[src/design/rstal_pkg.sv]
// Shared types and constants for the recursive STA/LTA detector.
package rstal_pkg;

    localparam int AVG_BITS     = 64;
    localparam int RATIO_BITS   = 32;
    localparam int SHORT_W_BITS = 16;
    localparam int LONG_W_BITS  = 20;
    localparam int CFG_IDX_BITS = 1;
    localparam int CFG_DATA_BITS = LONG_W_BITS;

    localparam logic [CFG_IDX_BITS-1:0] CFG_SHORT_WINDOW = 1'd0;
    localparam logic [CFG_IDX_BITS-1:0] CFG_LONG_WINDOW  = 1'd1;

    localparam logic [SHORT_W_BITS-1:0] SHORT_W_RESET = 16'd40;
    localparam logic [LONG_W_BITS-1:0]  LONG_W_RESET  = 20'd400;

    typedef enum logic [3:0] {
        S_IDLE,
        S_SQUARE,
        S_TARGET,
        S_SHORT_GO,
        S_SHORT_WAIT,
        S_LONG_GO,
        S_LONG_WAIT,
        S_RATIO_GO,
        S_RATIO_WAIT,
        S_FINISH
    } t_state;

    typedef struct packed {
        logic done;
        logic rem_nz;
    } t_div_stat;

endpackage

[src/design/rstal_in_if.sv]
// Request channel carrying one sample and its restart flag.
interface rstal_in_if #(
    parameter int SAMPLE_BITS = 24
);
    logic                   valid;
    logic                   ready;
    logic [SAMPLE_BITS-1:0] sample;
    logic                   restart;

    modport source (output valid, output sample, output restart, input ready);
    modport sink   (input valid, input sample, input restart, output ready);
endinterface

[src/design/rstal_out_if.sv]
// Result channel carrying the STA/LTA ratio and the warm-up flag.
interface rstal_out_if;
    logic                            valid;
    logic                            ready;
    logic [rstal_pkg::RATIO_BITS-1:0] ratio;
    logic                            warmed;

    modport source (output valid, output ratio, output warmed, input ready);
    modport sink   (input valid, input ratio, input warmed, output ready);
endinterface

[src/design/rstal_div.sv]
// Restoring serial divider, one quotient bit per cycle.
module rstal_div #(
    parameter int DW = 80,
    parameter int VW = 64,
    parameter int CW = 7
) (
    input  logic                 i_clk,
    input  logic                 i_rst_n,
    input  logic                 i_start,
    input  logic [CW-1:0]        i_cycles,
    input  logic [DW-1:0]        i_dividend,
    input  logic [VW-1:0]        i_divisor,
    output logic [DW-1:0]        o_quot,
    output rstal_pkg::t_div_stat o_stat
);
    logic [DW-1:0] r_quot;
    logic [VW-1:0] r_rem;
    logic [VW-1:0] r_div;
    logic [CW-1:0] r_cnt;
    logic          r_busy;
    logic          r_done;

    logic [VW:0]   w_trial;
    logic [VW:0]   w_diff;
    logic          w_ge;

    assign w_trial = {r_rem, r_quot[DW-1]};
    assign w_diff  = w_trial - {1'b0, r_div};
    assign w_ge    = !w_diff[VW];

    always_ff @(posedge i_clk) begin
        if (!i_rst_n) begin
            r_busy <= 1'b0;
            r_done <= 1'b0;
        end else begin
            r_done <= 1'b0;
            if (i_start) begin
                r_busy <= 1'b1;
            end else if (r_busy && r_cnt == CW'(1)) begin
                r_busy <= 1'b0;
                r_done <= 1'b1;
            end
        end
    end

    always_ff @(posedge i_clk) begin
        if (i_start) begin
            r_quot <= i_dividend;
            r_rem  <= '0;
            r_div  <= i_divisor;
            r_cnt  <= i_cycles;
        end else if (r_busy) begin
            // shift in one dividend bit, subtract when the divisor fits
            r_quot <= {r_quot[DW-2:0], w_ge};
            r_rem  <= w_ge ? w_diff[VW-1:0] : w_trial[VW-1:0];
            r_cnt  <= r_cnt - CW'(1);
        end
    end

    assign o_quot        = r_quot;
    assign o_stat.done   = r_done;
    assign o_stat.rem_nz = (r_rem != '0);
endmodule

[src/design/recursive_sta_lta_detector_unit.sv]
// Recursive STA/LTA detector: top level with sequencer, serial squarer and averages.
//
// Usage: each request on i_in carries one signed sample and a restart flag; each
// one yields exactly one result on o_out: the short/long energy ratio in
// unsigned fixed point with FRAC_BITS fraction bits, and the warmed flag.
// Both channels use valid/ready; a request is taken when both are high.
// Windows are written through i_cfg_we / i_cfg_index / i_cfg_data while idle.
// One request is processed at a time. Each passes through the shift-add squarer
// and three passes through the one-bit-per-cycle divider (short average, long
// average, ratio); during warm-up the ratio pass is skipped.
// A finished result waits in the output register; the next request is taken
// meanwhile and its result holds in the finish state until the register frees.
// Reset restores windows 40 and 400, clears the short average, seeds the long
// average to one LSB and clears the sample count; restart does the same for
// the averages and the count only.
module recursive_sta_lta_detector_unit #(
    parameter int SAMPLE_BITS = 24,
    parameter int FRAC_BITS   = 16
) (
    input  logic                               i_clk,
    input  logic                               i_rst_n,
    input  logic                               i_cfg_we,
    input  logic [rstal_pkg::CFG_IDX_BITS-1:0]  i_cfg_index,
    input  logic [rstal_pkg::CFG_DATA_BITS-1:0] i_cfg_data,
    rstal_in_if.sink                           i_in,
    rstal_out_if.source                        o_out
);
    localparam int AB  = rstal_pkg::AVG_BITS;
    localparam int RB  = rstal_pkg::RATIO_BITS;
    localparam int SB  = rstal_pkg::SHORT_W_BITS;
    localparam int LB  = rstal_pkg::LONG_W_BITS;
    localparam int PB  = 2 * SAMPLE_BITS;
    localparam int DW  = AB + FRAC_BITS;
    localparam int CW  = $clog2(DW + 1);
    localparam int MCW = $clog2(SAMPLE_BITS + 1);
    localparam logic [AB-1:0] SQ_MAX = (AB'(1) << (AB - FRAC_BITS)) - AB'(1);

    rstal_pkg::t_state r_state, n_state;

    logic [SB-1:0]          r_short_w;
    logic [LB-1:0]          r_long_w;
    logic [AB-1:0]          r_short_avg;
    logic [AB-1:0]          r_long_avg;
    logic [LB-1:0]          r_seen;
    logic                   r_warm;
    logic [PB-1:0]          r_acc;
    logic [PB-1:0]          r_mcand;
    logic [SAMPLE_BITS-1:0] r_mplier;
    logic [MCW-1:0]         r_mcnt;
    logic [AB-1:0]          r_target;
    logic                   r_ge;
    logic [RB-1:0]          r_res;
    logic                   r_out_valid;
    logic [RB-1:0]          r_ratio;
    logic                   r_warmed;

    logic                   w_accept;
    logic [SAMPLE_BITS-1:0] w_mag;
    logic [LB-1:0]          w_lw;
    logic [LB-1:0]          w_seen_cur;
    logic [AB-1:0]          w_sq;
    logic [AB-1:0]          w_avg_sel;
    logic                   w_ge;
    logic [AB-1:0]          w_diff;
    logic [AB-1:0]          w_q;
    logic [AB-1:0]          w_avg_new;
    logic [AB-1:0]          w_den;
    logic                   w_out_load;

    logic                   div_start;
    logic [CW-1:0]          div_cycles;
    logic [DW-1:0]          div_dividend;
    logic [AB-1:0]          div_divisor;
    logic [DW-1:0]          div_quot;
    rstal_pkg::t_div_stat   div_stat;

    rstal_div #(
        .DW (DW),
        .VW (AB),
        .CW (CW)
    ) u_div (
        .i_clk      (i_clk),
        .i_rst_n    (i_rst_n),
        .i_start    (div_start),
        .i_cycles   (div_cycles),
        .i_dividend (div_dividend),
        .i_divisor  (div_divisor),
        .o_quot     (div_quot),
        .o_stat     (div_stat)
    );

    assign w_accept   = i_in.valid && i_in.ready;
    assign w_mag      = i_in.sample[SAMPLE_BITS-1] ? (~i_in.sample + SAMPLE_BITS'(1))
                                                   : i_in.sample;
    assign w_lw       = (r_long_w == '0) ? LB'(1) : r_long_w;
    assign w_seen_cur = i_in.restart ? '0 : r_seen;
    assign w_sq       = (AB'(r_acc) > SQ_MAX) ? SQ_MAX : AB'(r_acc);

    // shared difference and update for whichever average is in flight
    always_comb begin
        w_avg_sel = (r_state == rstal_pkg::S_SHORT_GO || r_state == rstal_pkg::S_SHORT_WAIT)
                    ? r_short_avg : r_long_avg;
        w_ge      = (r_target >= w_avg_sel);
        w_diff    = w_ge ? (r_target - w_avg_sel) : (w_avg_sel - r_target);
        w_q       = div_quot[AB-1:0];
        w_avg_new = r_ge ? (w_avg_sel + w_q)
                         : (w_avg_sel - w_q - (div_stat.rem_nz ? AB'(1) : AB'(0)));
        w_den     = (r_long_avg == '0) ? AB'(1) : r_long_avg;
    end

    // configuration writes
    always_ff @(posedge i_clk) begin
        if (!i_rst_n) begin
            r_short_w <= rstal_pkg::SHORT_W_RESET;
            r_long_w  <= rstal_pkg::LONG_W_RESET;
        end else if (i_cfg_we) begin
            unique case (i_cfg_index)
                rstal_pkg::CFG_SHORT_WINDOW: r_short_w <= i_cfg_data[SB-1:0];
                rstal_pkg::CFG_LONG_WINDOW:  r_long_w  <= i_cfg_data;
                default: ;
            endcase
        end
    end

    always_ff @(posedge i_clk) begin
        if (!i_rst_n) begin
            r_state <= rstal_pkg::S_IDLE;
        end else begin
            r_state <= n_state;
        end
    end

    always_comb begin
        n_state      = r_state;
        i_in.ready   = 1'b0;
        div_start    = 1'b0;
        div_cycles   = CW'(AB);
        div_dividend = {w_diff, FRAC_BITS'(0)};
        div_divisor  = '0;
        w_out_load   = 1'b0;
        unique case (r_state)
            rstal_pkg::S_IDLE: begin
                i_in.ready = 1'b1;
                if (i_in.valid) n_state = rstal_pkg::S_SQUARE;
            end
            rstal_pkg::S_SQUARE: begin
                if (r_mcnt == MCW'(1)) n_state = rstal_pkg::S_TARGET;
            end
            rstal_pkg::S_TARGET: begin
                n_state = rstal_pkg::S_SHORT_GO;
            end
            rstal_pkg::S_SHORT_GO: begin
                div_start   = 1'b1;
                div_divisor = (r_short_w == '0) ? AB'(1) : AB'(r_short_w);
                n_state     = rstal_pkg::S_SHORT_WAIT;
            end
            rstal_pkg::S_SHORT_WAIT: begin
                if (div_stat.done) n_state = rstal_pkg::S_LONG_GO;
            end
            rstal_pkg::S_LONG_GO: begin
                div_start   = 1'b1;
                div_divisor = AB'(w_lw);
                n_state     = rstal_pkg::S_LONG_WAIT;
            end
            rstal_pkg::S_LONG_WAIT: begin
                if (div_stat.done) begin
                    n_state = r_warm ? rstal_pkg::S_RATIO_GO : rstal_pkg::S_FINISH;
                end
            end
            rstal_pkg::S_RATIO_GO: begin
                div_start    = 1'b1;
                div_cycles   = CW'(DW);
                div_dividend = {r_short_avg, FRAC_BITS'(0)};
                div_divisor  = w_den;
                n_state      = rstal_pkg::S_RATIO_WAIT;
            end
            rstal_pkg::S_RATIO_WAIT: begin
                if (div_stat.done) n_state = rstal_pkg::S_FINISH;
            end
            rstal_pkg::S_FINISH: begin
                // hold until the output register is free
                if (!r_out_valid || o_out.ready) begin
                    w_out_load = 1'b1;
                    n_state    = rstal_pkg::S_IDLE;
                end
            end
            default: n_state = rstal_pkg::S_IDLE;
        endcase
    end

    // averages and sample count
    always_ff @(posedge i_clk) begin
        if (!i_rst_n) begin
            r_short_avg <= '0;
            r_long_avg  <= AB'(1);
            r_seen      <= '0;
        end else begin
            if (w_accept) begin
                if (i_in.restart) begin
                    r_short_avg <= '0;
                    r_long_avg  <= AB'(1);
                end
                if (w_seen_cur < w_lw) begin
                    r_seen <= w_seen_cur + LB'(1);
                end else begin
                    r_seen <= w_seen_cur;
                end
            end
            if (r_state == rstal_pkg::S_SHORT_WAIT && div_stat.done) r_short_avg <= w_avg_new;
            if (r_state == rstal_pkg::S_LONG_WAIT && div_stat.done)  r_long_avg  <= w_avg_new;
        end
    end

    // datapath without reset
    always_ff @(posedge i_clk) begin
        if (w_accept) begin
            r_warm   <= (w_seen_cur >= w_lw);
            r_acc    <= '0;
            r_mcand  <= PB'(w_mag);
            r_mplier <= w_mag;
            r_mcnt   <= MCW'(SAMPLE_BITS);
            r_res    <= '0;
        end
        if (r_state == rstal_pkg::S_SQUARE) begin
            if (r_mplier[0]) r_acc <= r_acc + r_mcand;
            r_mcand  <= {r_mcand[PB-2:0], 1'b0};
            r_mplier <= r_mplier >> 1;
            r_mcnt   <= r_mcnt - MCW'(1);
        end
        if (r_state == rstal_pkg::S_TARGET) begin
            r_target <= w_sq << FRAC_BITS;
        end
        if (r_state == rstal_pkg::S_SHORT_GO || r_state == rstal_pkg::S_LONG_GO) begin
            r_ge <= w_ge;
        end
        if (r_state == rstal_pkg::S_RATIO_WAIT && div_stat.done) begin
            r_res <= (div_quot[DW-1:RB] != '0) ? '1 : div_quot[RB-1:0];
        end
        if (w_out_load) begin
            r_ratio  <= r_res;
            r_warmed <= r_warm;
        end
    end

    always_ff @(posedge i_clk) begin
        if (!i_rst_n) begin
            r_out_valid <= 1'b0;
        end else if (w_out_load) begin
            r_out_valid <= 1'b1;
        end else if (o_out.ready) begin
            r_out_valid <= 1'b0;
        end
    end

    assign o_out.valid  = r_out_valid;
    assign o_out.ratio  = r_ratio;
    assign o_out.warmed = r_warmed;

    a_accept_starts_square: assert property (@(posedge i_clk) disable iff (!i_rst_n)
        w_accept |=> r_state == rstal_pkg::S_SQUARE)
        else $error("accepted request did not start the squarer");

    a_div_done_in_wait: assert property (@(posedge i_clk) disable iff (!i_rst_n)
        div_stat.done |-> (r_state == rstal_pkg::S_SHORT_WAIT ||
                           r_state == rstal_pkg::S_LONG_WAIT ||
                           r_state == rstal_pkg::S_RATIO_WAIT))
        else $error("divider finished outside a wait state");

    a_cold_ratio_zero: assert property (@(posedge i_clk) disable iff (!i_rst_n)
        (o_out.valid && !o_out.warmed) |-> o_out.ratio == '0)
        else $error("nonzero ratio during warm-up");

    a_load_when_free: assert property (@(posedge i_clk) disable iff (!i_rst_n)
        (o_out.valid && !o_out.ready) |-> !w_out_load)
        else $error("result overwritten while stalled");
endmodule
[src/flat_wrapper.sv]
// flat-port wrapper written by rule: the top's interface ports become plain ports
module recursive_sta_lta_detector_unit_flat 
#(
    parameter int SAMPLE_BITS = 24,
    parameter int FRAC_BITS   = 16
)
  (i_clk, i_rst_n, i_cfg_we, i_cfg_index, i_cfg_data, i_in_valid, i_in_sample, i_in_restart, i_in_ready, o_out_valid, o_out_ratio, o_out_warmed, o_out_ready);
  rstal_in_if #(.SAMPLE_BITS(SAMPLE_BITS)) i_in_i ();
  rstal_out_if o_out_i ();
  input  logic i_clk;
  input  logic i_rst_n;
  input  logic i_cfg_we;
  input  logic [rstal_pkg::CFG_IDX_BITS-1:0] i_cfg_index;
  input  logic [rstal_pkg::CFG_DATA_BITS-1:0] i_cfg_data;
  input wire logic [$bits(i_in_i.valid)-1:0] i_in_valid;
  input wire logic [$bits(i_in_i.sample)-1:0] i_in_sample;
  input wire logic [$bits(i_in_i.restart)-1:0] i_in_restart;
  output wire logic [$bits(i_in_i.ready)-1:0] i_in_ready;
  output wire logic [$bits(o_out_i.valid)-1:0] o_out_valid;
  output wire logic [$bits(o_out_i.ratio)-1:0] o_out_ratio;
  output wire logic [$bits(o_out_i.warmed)-1:0] o_out_warmed;
  input wire logic [$bits(o_out_i.ready)-1:0] o_out_ready;
  assign i_in_i.valid = i_in_valid;
  assign i_in_i.sample = i_in_sample;
  assign i_in_i.restart = i_in_restart;
  assign i_in_ready = i_in_i.ready;
  assign o_out_valid = o_out_i.valid;
  assign o_out_ratio = o_out_i.ratio;
  assign o_out_warmed = o_out_i.warmed;
  assign o_out_i.ready = o_out_ready;
  recursive_sta_lta_detector_unit #(.SAMPLE_BITS(SAMPLE_BITS), .FRAC_BITS(FRAC_BITS)) u_core (.i_clk(i_clk), .i_rst_n(i_rst_n), .i_cfg_we(i_cfg_we), .i_cfg_index(i_cfg_index), .i_cfg_data(i_cfg_data), .i_in(i_in_i), .o_out(o_out_i));
endmodule
[config.mk]
export PLATFORM = sky130hd
export DESIGN_NAME = recursive_sta_lta_detector_unit_flat
export DESIGN_NICKNAME = d
export VERILOG_FILES = /design/src/design/rstal_pkg.sv /design/src/design/rstal_in_if.sv /design/src/design/rstal_out_if.sv /design/src/design/rstal_div.sv /design/src/design/recursive_sta_lta_detector_unit.sv /design/src/flat_wrapper.sv
export SDC_FILE = /design/constraint.sdc
export NUM_CORES = 2
export LEC_CHECK = 0
export BUFFER_PORTS_ARGS = -buffer_cell sky130_fd_sc_hd__buf_2
export CAP_MARGIN = 30
export CORE_MARGIN = 1
export CORE_UTILIZATION = 55
export CTS_CLUSTER_SIZE = 24
export DETAILED_ROUTE_END_ITERATION = 8
export GPL_TIMING_DRIVEN = 0
export PLACE_DENSITY = 0.68
export SLEW_MARGIN = 20
export SYNTH_ARGS = -nofsm -noshare
export SYNTH_HDL_FRONTEND = slang
export SYNTH_SLANG_ARGS = --single-unit
[constraint.sdc]
create_clock -name i_clk -period 7.5 [get_ports i_clk]
set_input_delay 2.25 -clock i_clk [delete_from_list [all_inputs] [get_ports i_clk]]
set_output_delay 2.25 -clock i_clk [all_outputs]
set_load 0.03 [all_outputs]
# Word-level counts from Yosys, hierarchy flattened
# Index checks and enable logic that the tools add are counted.
dict set report word_totals {
  regBits 646
  input_bits 51
  out_inout_bits 35
  word_cells 144
}
dict set report classes {
  n_addsub 11
  n_lt_le_gt_ge 3
  eq_ne 17
  mux 53
  bitwise_logic 3
  reduce_logical 32
}
# operator n
set ops {}
lappend ops {{two-way mux 64 bit} 11}
lappend ops {{subtractor 64 bit} 4}
lappend ops {{two-way mux 48 bit} 5}
lappend ops {{two-way mux 80 bit} 3}
lappend ops {{one-hot mux 64 bit (3 select lines)} 1}
lappend ops {{two-way mux 32 bit} 3}
lappend ops {{subtractor 65 x 64 -> 65 bit} 1}
lappend ops {{adder 64 bit} 1}
lappend ops {{>= comparator 64 bit} 1}
lappend ops {{logical NOT 64 bit} 1}
lappend ops {{nonzero test 64 bit} 1}
lappend ops {{two-way mux 20 bit} 3}
lappend ops {{adder 48 bit} 1}
lappend ops {{nonzero test 48 bit} 1}
lappend ops {{two-way mux 23 bit} 2}
lappend ops {{one-hot mux 4 bit (10 select lines)} 1}
lappend ops {{two-way mux 4 bit} 7}
lappend ops {{adder 24 x 1 -> 24 bit, second input constant} 1}
lappend ops {{two-way mux 24 bit} 1}
lappend ops {{NOT 24 bit} 1}
lappend ops {{adder 20 x 1 -> 20 bit, second input constant} 1}
lappend ops {{>= comparator 20 bit} 1}
lappend ops {{logical NOT 20 bit} 1}
lappend ops {{less-than comparator 20 bit} 1}
lappend ops {{other kinds (25)} 65}

# Longest topological paths before layout
dict set report logic_depth {
  word_depth 7
  depth_mapped 25
  ltp_nobuf 20
}

# Hierarchy
# From an unflattened synthesis, not the netlist that was laid out.
dict set report unflattened {
  cells_unflattened 5811
  hier_area_um2 48597.9
}
# mod instances cells_each area_each_um2 seq_area_each_um2
set by_module_without_submodules {}
lappend by_module_without_submodules {recursive_sta_lta_detector_unit 1 4559 36014.5 10490.1}
lappend by_module_without_submodules {rstal_div 1 1252 12583.3 5855.6}

# Worst setup path before layout
# Ideal clock, no wire load.
dict set report synth_timing {
  path_type {register to register}
  from {register u_core.r_state[2]}
  to {register u_core.u_div.r_quot[78], in the netlist u_core.u_div.o_quot[78] (data pin)}
  setup_time_ns 0.256
  arrival_time_ns 5.525
  t_required_ns 7.244
  path_slack_ns 1.718
  path_stages_with_launch 24
  path_buffers 4
  period_less_slack_ns 5.782
  cell_sequence {dfxtp_1 > buf_2 > nor4b_1 > buf_2 > nor2_4 > clkbuf_1 > clkbuf_1 > mux2i_1 > ha_1 > inv_1 > fa_1 > a21o_1 > a221o_1 > a41oi_1 > o41ai_1 > a2111oi_0 > o21bai_1 > o221ai_1 > a211o_1 > a2111oi_0 > a21oi_1 > xor2_1 > nor2_1 > o21ai_1}
}
dict set report synth_between {
  elab_chain_cells 7
  word_cells_on_any_way 14
  cone_classes {add/sub: 2; order compare: 1; eq/ne: 4; mux: 5; reduce/logical: 2}
}
# item line
set synth_lines {}
lappend synth_lines {{from (decl)} recursive_sta_lta_detector_unit.sv:38} ;# rstal_pkg::t_state r_state, n_state;
lappend synth_lines {{from (signal assigned)} recursive_sta_lta_detector_unit.sv:127} ;# r_state <= rstal_pkg::S_IDLE;
lappend synth_lines {{from (signal assigned)} recursive_sta_lta_detector_unit.sv:129} ;# r_state <= n_state;
lappend synth_lines {{== test 4 x 2 -> 1 bit or == test 4 x 3 -> 1 bit (tied branches)} {recursive_sta_lta_detector_unit.sv:101, recursive_sta_lta_detector_unit.sv:141}}
lappend synth_lines {{logical OR 1 bit} recursive_sta_lta_detector_unit.sv:101} ;# w_avg_sel = (r_state == rstal_pkg::S_SHORT_GO || r_state == rstal_pkg::S_SHORT_WAIT)
lappend synth_lines {{two-way mux 64 bit} recursive_sta_lta_detector_unit.sv:102} ;# ? r_short_avg : r_long_avg;
lappend synth_lines {{subtractor 64 bit or >= comparator 64 bit (tied branches)} {recursive_sta_lta_detector_unit.sv:104, recursive_sta_lta_detector_unit.sv:103}}
lappend synth_lines {{two-way mux 64 bit} recursive_sta_lta_detector_unit.sv:104} ;# w_diff = w_ge ? (r_target - w_avg_sel) : (w_avg_sel - r_target);
lappend synth_lines {{two-way mux 80 bit} recursive_sta_lta_detector_unit.sv:141} ;# unique case (r_state)
lappend synth_lines {{two-way mux 80 bit (*)} rstal_div.sv:47} ;# if (i_start) begin
lappend synth_lines {{to (signal assigned)} rstal_div.sv:48} ;# r_quot <= i_dividend;
lappend synth_lines {{to (signal assigned)} rstal_div.sv:54} ;# r_quot <= {r_quot[DW-2:0], w_ge};
lappend synth_lines {{to (decl)} rstal_div.sv:16} ;# logic [DW-1:0] r_quot;
# Every way passes the cells marked *; elsewhere a longest branch is shown, timed or not.
# A chain may end at the register's enable or synchronous reset.

# Worst setup path after layout
dict set report layout_timing {
  from {register u_core.r_state[2]}
  to {register u_core.u_div.r_quot[69], in the netlist u_core.u_div.o_quot[69] (data pin)}
}
# Same word-level chain as after synthesis.

==> key figures <==
Route
  • First drt pass iteration count: 9
  • DR iter-0 viols: 4,633
  • Total number of vias: 43.93k
  • Detail Route Antenna Nets: 0
  • Final WL: 168.6 mm
  • Vias per Instance: between 6 and 7
  • # DRC: 0
  • Routed wire per std cell: 23.91 µm

STA
  • Final Hold Viols: 0
  • Worst Tran Pin Value: 1086 ps
  • Final Cycle Share: 98.08%
  • Highest Clock Rate: 135.9 MHz
  • Max Clock Skew: 28.09 ps
  • Fin. max-slew vios: 0
  • Slew margin rel.: 27.59%
  • Crit path time final: 7356 ps
  • Final setup fails: 0
  • RSZ-0062 raised after global routing: true
  • Post-route setup slack: approximately 140 ps

GRT
  • First-pass GRT wire length: 248.9 mm
  • Pin count of the biggest net entering global routing: 78
  • Met2 Usage GRT: 58.61%
  • Most Crowded Layer GR: met2
  • Met3 usage: approximately 6.5%
  • Vias in the first global route: between 40k and 50k
  • Initial antenna violation count: 1
  • GR Overflow Total: 0
  • All-layer global routing usage: 37.85%
  • Met1 GRT Util: 50.78%

Clock network
  • CTS tree: yes
  • Clock slew at reported path FFs: 60 ps
  • Clk buf depth: 3
  • H-tree levels: 3
  • CTS Buf Count: 74
  • Root Buffer: clkbuf_16
  • Worst-skew pair later-pin latency: 650 ps
  • Post-CTS Setup Bufs: 0
  • Sink Count: between 600 and 700

Die
  • Die span in y: 295.9 µm
  • DIE WIDTH: about 300 µm
  • Die area: approximately 0.09 mm²
  • Initial core utilization: 55.61%
  • I/O Pins: between 80 and 90
  • Core Region: 0.08541 mm²
  • Rows: 107

Worst setup path
  • WP data required: 7870 ps
  • Worst path arrival time: roughly 7700 ps
  • Worst-path cell chain: buf_2 > nor4b_4 > buf_2 > nor2_4 > clkbuf_2 > clkbuf_2 > mux2i_1 > inv_1 > ha_1 > clkbuf_1 > a21oi_1 > o21ai_0 > a21oi_1 > o21ai_0 > a221oi_1 > a21bo_2 > a31oi_4 > inv_2 > buf_6 > nor3b_1 > a31oi_1 > xnor2_1 > a21oi_1 > a21o_1
  • CP most frequent cell: a21oi_1
  • Slowest-stage cell, CP: mux2i_1
  • Kind of end point of the critical path: register
  • Critical path buffer and inverter count: 8
  • Worst-path maximum fanout: 10
  • CP top delay family: compound AO/OA/AOI/OAI gates
  • CP max stage delay: 830 ps
  • Critical path class: reg2reg
  • Setup crit start kind: register

Logic synthesis
  • Post-synthesis mux area share: 2.650%
  • Mapped Cells: 5,671
  • #FFs+latches synth: approximately 650
  • Net count after synthesis: 6,146
  • Adder-cell area share of the yosys netlist: a little under an eighth
  • Largest family of logic cells by synthesized area: compound AO/OA/AOI/OAI gates
  • Mapped Area: 0.04750 mm²
  • Synth Area in Compound Gates: 23.64%
  • Synth Area in XOR/XNOR: 5.827%
  • Synth Area in Simple Gates: 16.57%
  • Sequential fraction of the synthesis area: 34.41%
  • Synth warn: 0
  • Number of flops mapped to enable cells by yosys: 341
  • Async set-or-reset flop fraction in the synthesized netlist: 0%
  • Synth Flop Type: edfxtp_1
  • Syn_area_per_cell: 8.376 µm²
  • Synth cell types: 85

Power
  • Power Density: 267.2 mW/mm²
  • Leak pwr: approximately 23 nW
  • Max IR drop VDD: 0.2440 mV
  • Power, Total: around 14 mW

Place
  • I/O Buffers: 84
  • HPWL after DPL: 136.5 mm
  • Pre-CTS WS: -585.7 ps
  • RePlAce Congestion: 1.014

Layout
  • Share of cells above drive strength 1: 5.485%
  • Nets@finish: 6,322
  • Most frequent cells in the layout: 578 x a21oi_1, 530 x nand2_1, 431 x o21ai_0
  • Layout area overhead: 9.702%
  • Filler cells: roughly 8k
  • Commonest non-fill, non-tap cell in the layout: a21oi_1
  • Post-layout util: 61.01%

Outcome
  • Status: completed

Hold path
  • Worst min path class: reg2reg

Job
  • Max Cap Viol: 0
## state kept, by name (all words and copies together) (netlist names)
signal               count
u_core.o_out.ratio      32
u_core.o_out.valid       1
u_core.o_out.warmed      1
u_core.r_acc            48
u_core.r_ge              1
u_core.r_long_avg       64
u_core.r_long_w         20
u_core.r_mcand          48
u_core.r_mcnt            5
u_core.r_mplier         24
u_core.r_res            32
u_core.r_seen           20
u_core.r_short_avg      64
u_core.r_short_w        16
u_core.r_state           4
u_core.r_target         48
u_core.r_warm            1
u_core.u_div.o_quot     80
u_core.u_div.r_busy      1
u_core.u_div.r_cnt       7
u_core.u_div.r_div      64
u_core.u_div.r_done      1
u_core.u_div.r_rem      64
## final timing paths
check / from / to / slack (ps) / depth (start not counted)
hold / removal: u_core.r_res[26] / u_core.o_out.ratio[26] / 420 / 0
setup reg to reg: u_core.r_state[2] / u_core.u_div.o_quot[69] / 140 / 24
hold reg to reg: u_core.r_res[26] / u_core.o_out.ratio[26] / 420 / 0
setup / recovery: u_core.r_state[2] / u_core.u_div.o_quot[69] / 140 / 24
## cells in the mapped netlist, types with 29 or more instances
master	instances	area, µm²
nand4_1	95	594.3
inv_1	395	1483
and3_1	83	519.3
a21o_1	244	1832
and2_1	65	406.6
a22o_1	30	262.8
o21ai_0	431	2157
nor2_1	426	1599
xor2_1	123	1077
o21bai_1	72	540.5
dfxtp_1	305	6106
ha_1	418	5230
mux2i_1	101	1011
nand3_1	95	475.5
o211ai_1	29	217.7
nand2_1	531	1993
nor3_1	70	350.3
o21a_1	59	442.9
nand2b_1	41	256.5
or3_1	45	281.5
nor2b_1	56	350.3
nor4_1	81	506.7
xnor2_1	193	1690
a21oi_1	578	2893
a31oi_1	70	437.9
o31ai_1	37	277.8
clkbuf_1	256	960.9
edfxtp_1	341	10240
## per-stage QoR
stage / setup TNS, ps / instance area, µm² / instances / hold slack [ps]
floorplan: 0 / 47500 / 5671 / 400.3
global placement: -8154 / 49350 / 6899 / 401.4
detailed placement: -7985 / 49580 / 6912 / 404.5
CTS: 0 / 52060 / 7048 / 418.7
global route: 0 / 52110 / 7051 / 420.0
finish: 0 / 52110 / 7052 / 417.3
## repair_timing
item                                    in CTS  in global routing
hold buffers                                 0                  0
endpoints found under the setup margin      54                 71
resized for setup                            9                  7
gates cloned                                 0                  0
## area by class of cell
type                    count  area, µm²  share of cell area [%]
flip-flops and latches    646      16350                   31.37
inverters                 400       1506                   2.891
plain buffers             296       1187                   2.279
repair buffers            100      629.4                   1.208
diodes                      1      2.502                0.004802
multi-input cells        4329      28560                   54.80
clock inverters            35      317.8                  0.6099
well taps                1144       1431                   2.747
clock buffers             101       2130                   4.087
## power by group
part           internal [mW]  leakage [nW]  total (mW)  switching, mW
registers               4.35          5.68        4.87          0.517
clock network           2.16          1.20        3.67           1.51
logic                   2.12          16.0        5.38           3.26
total                   8.63          22.9        13.9           5.29
## routing by layer
metal / part of all wire, % / wire length (µm) / up-vias
met5: 0.021 / 36 / -
li1: - / - / 20809
met1: 42 / 70820 / 20624
met2: 43 / 72740 / 2071
met4: 5.7 / 9539 / 4
met3: 9.2 / 15480 / 424
## logic make-up after synthesis
logic type / count (synthesis)
AOI/OAI and AO/OA: 1811
xor gates and xnor gates: 316
adders and majority gates: 424
buffers and inverters: 696
DFF: 646
muxes: 123
and+or+nand+nor: 1655
Power figures use the tool's default switching activity.
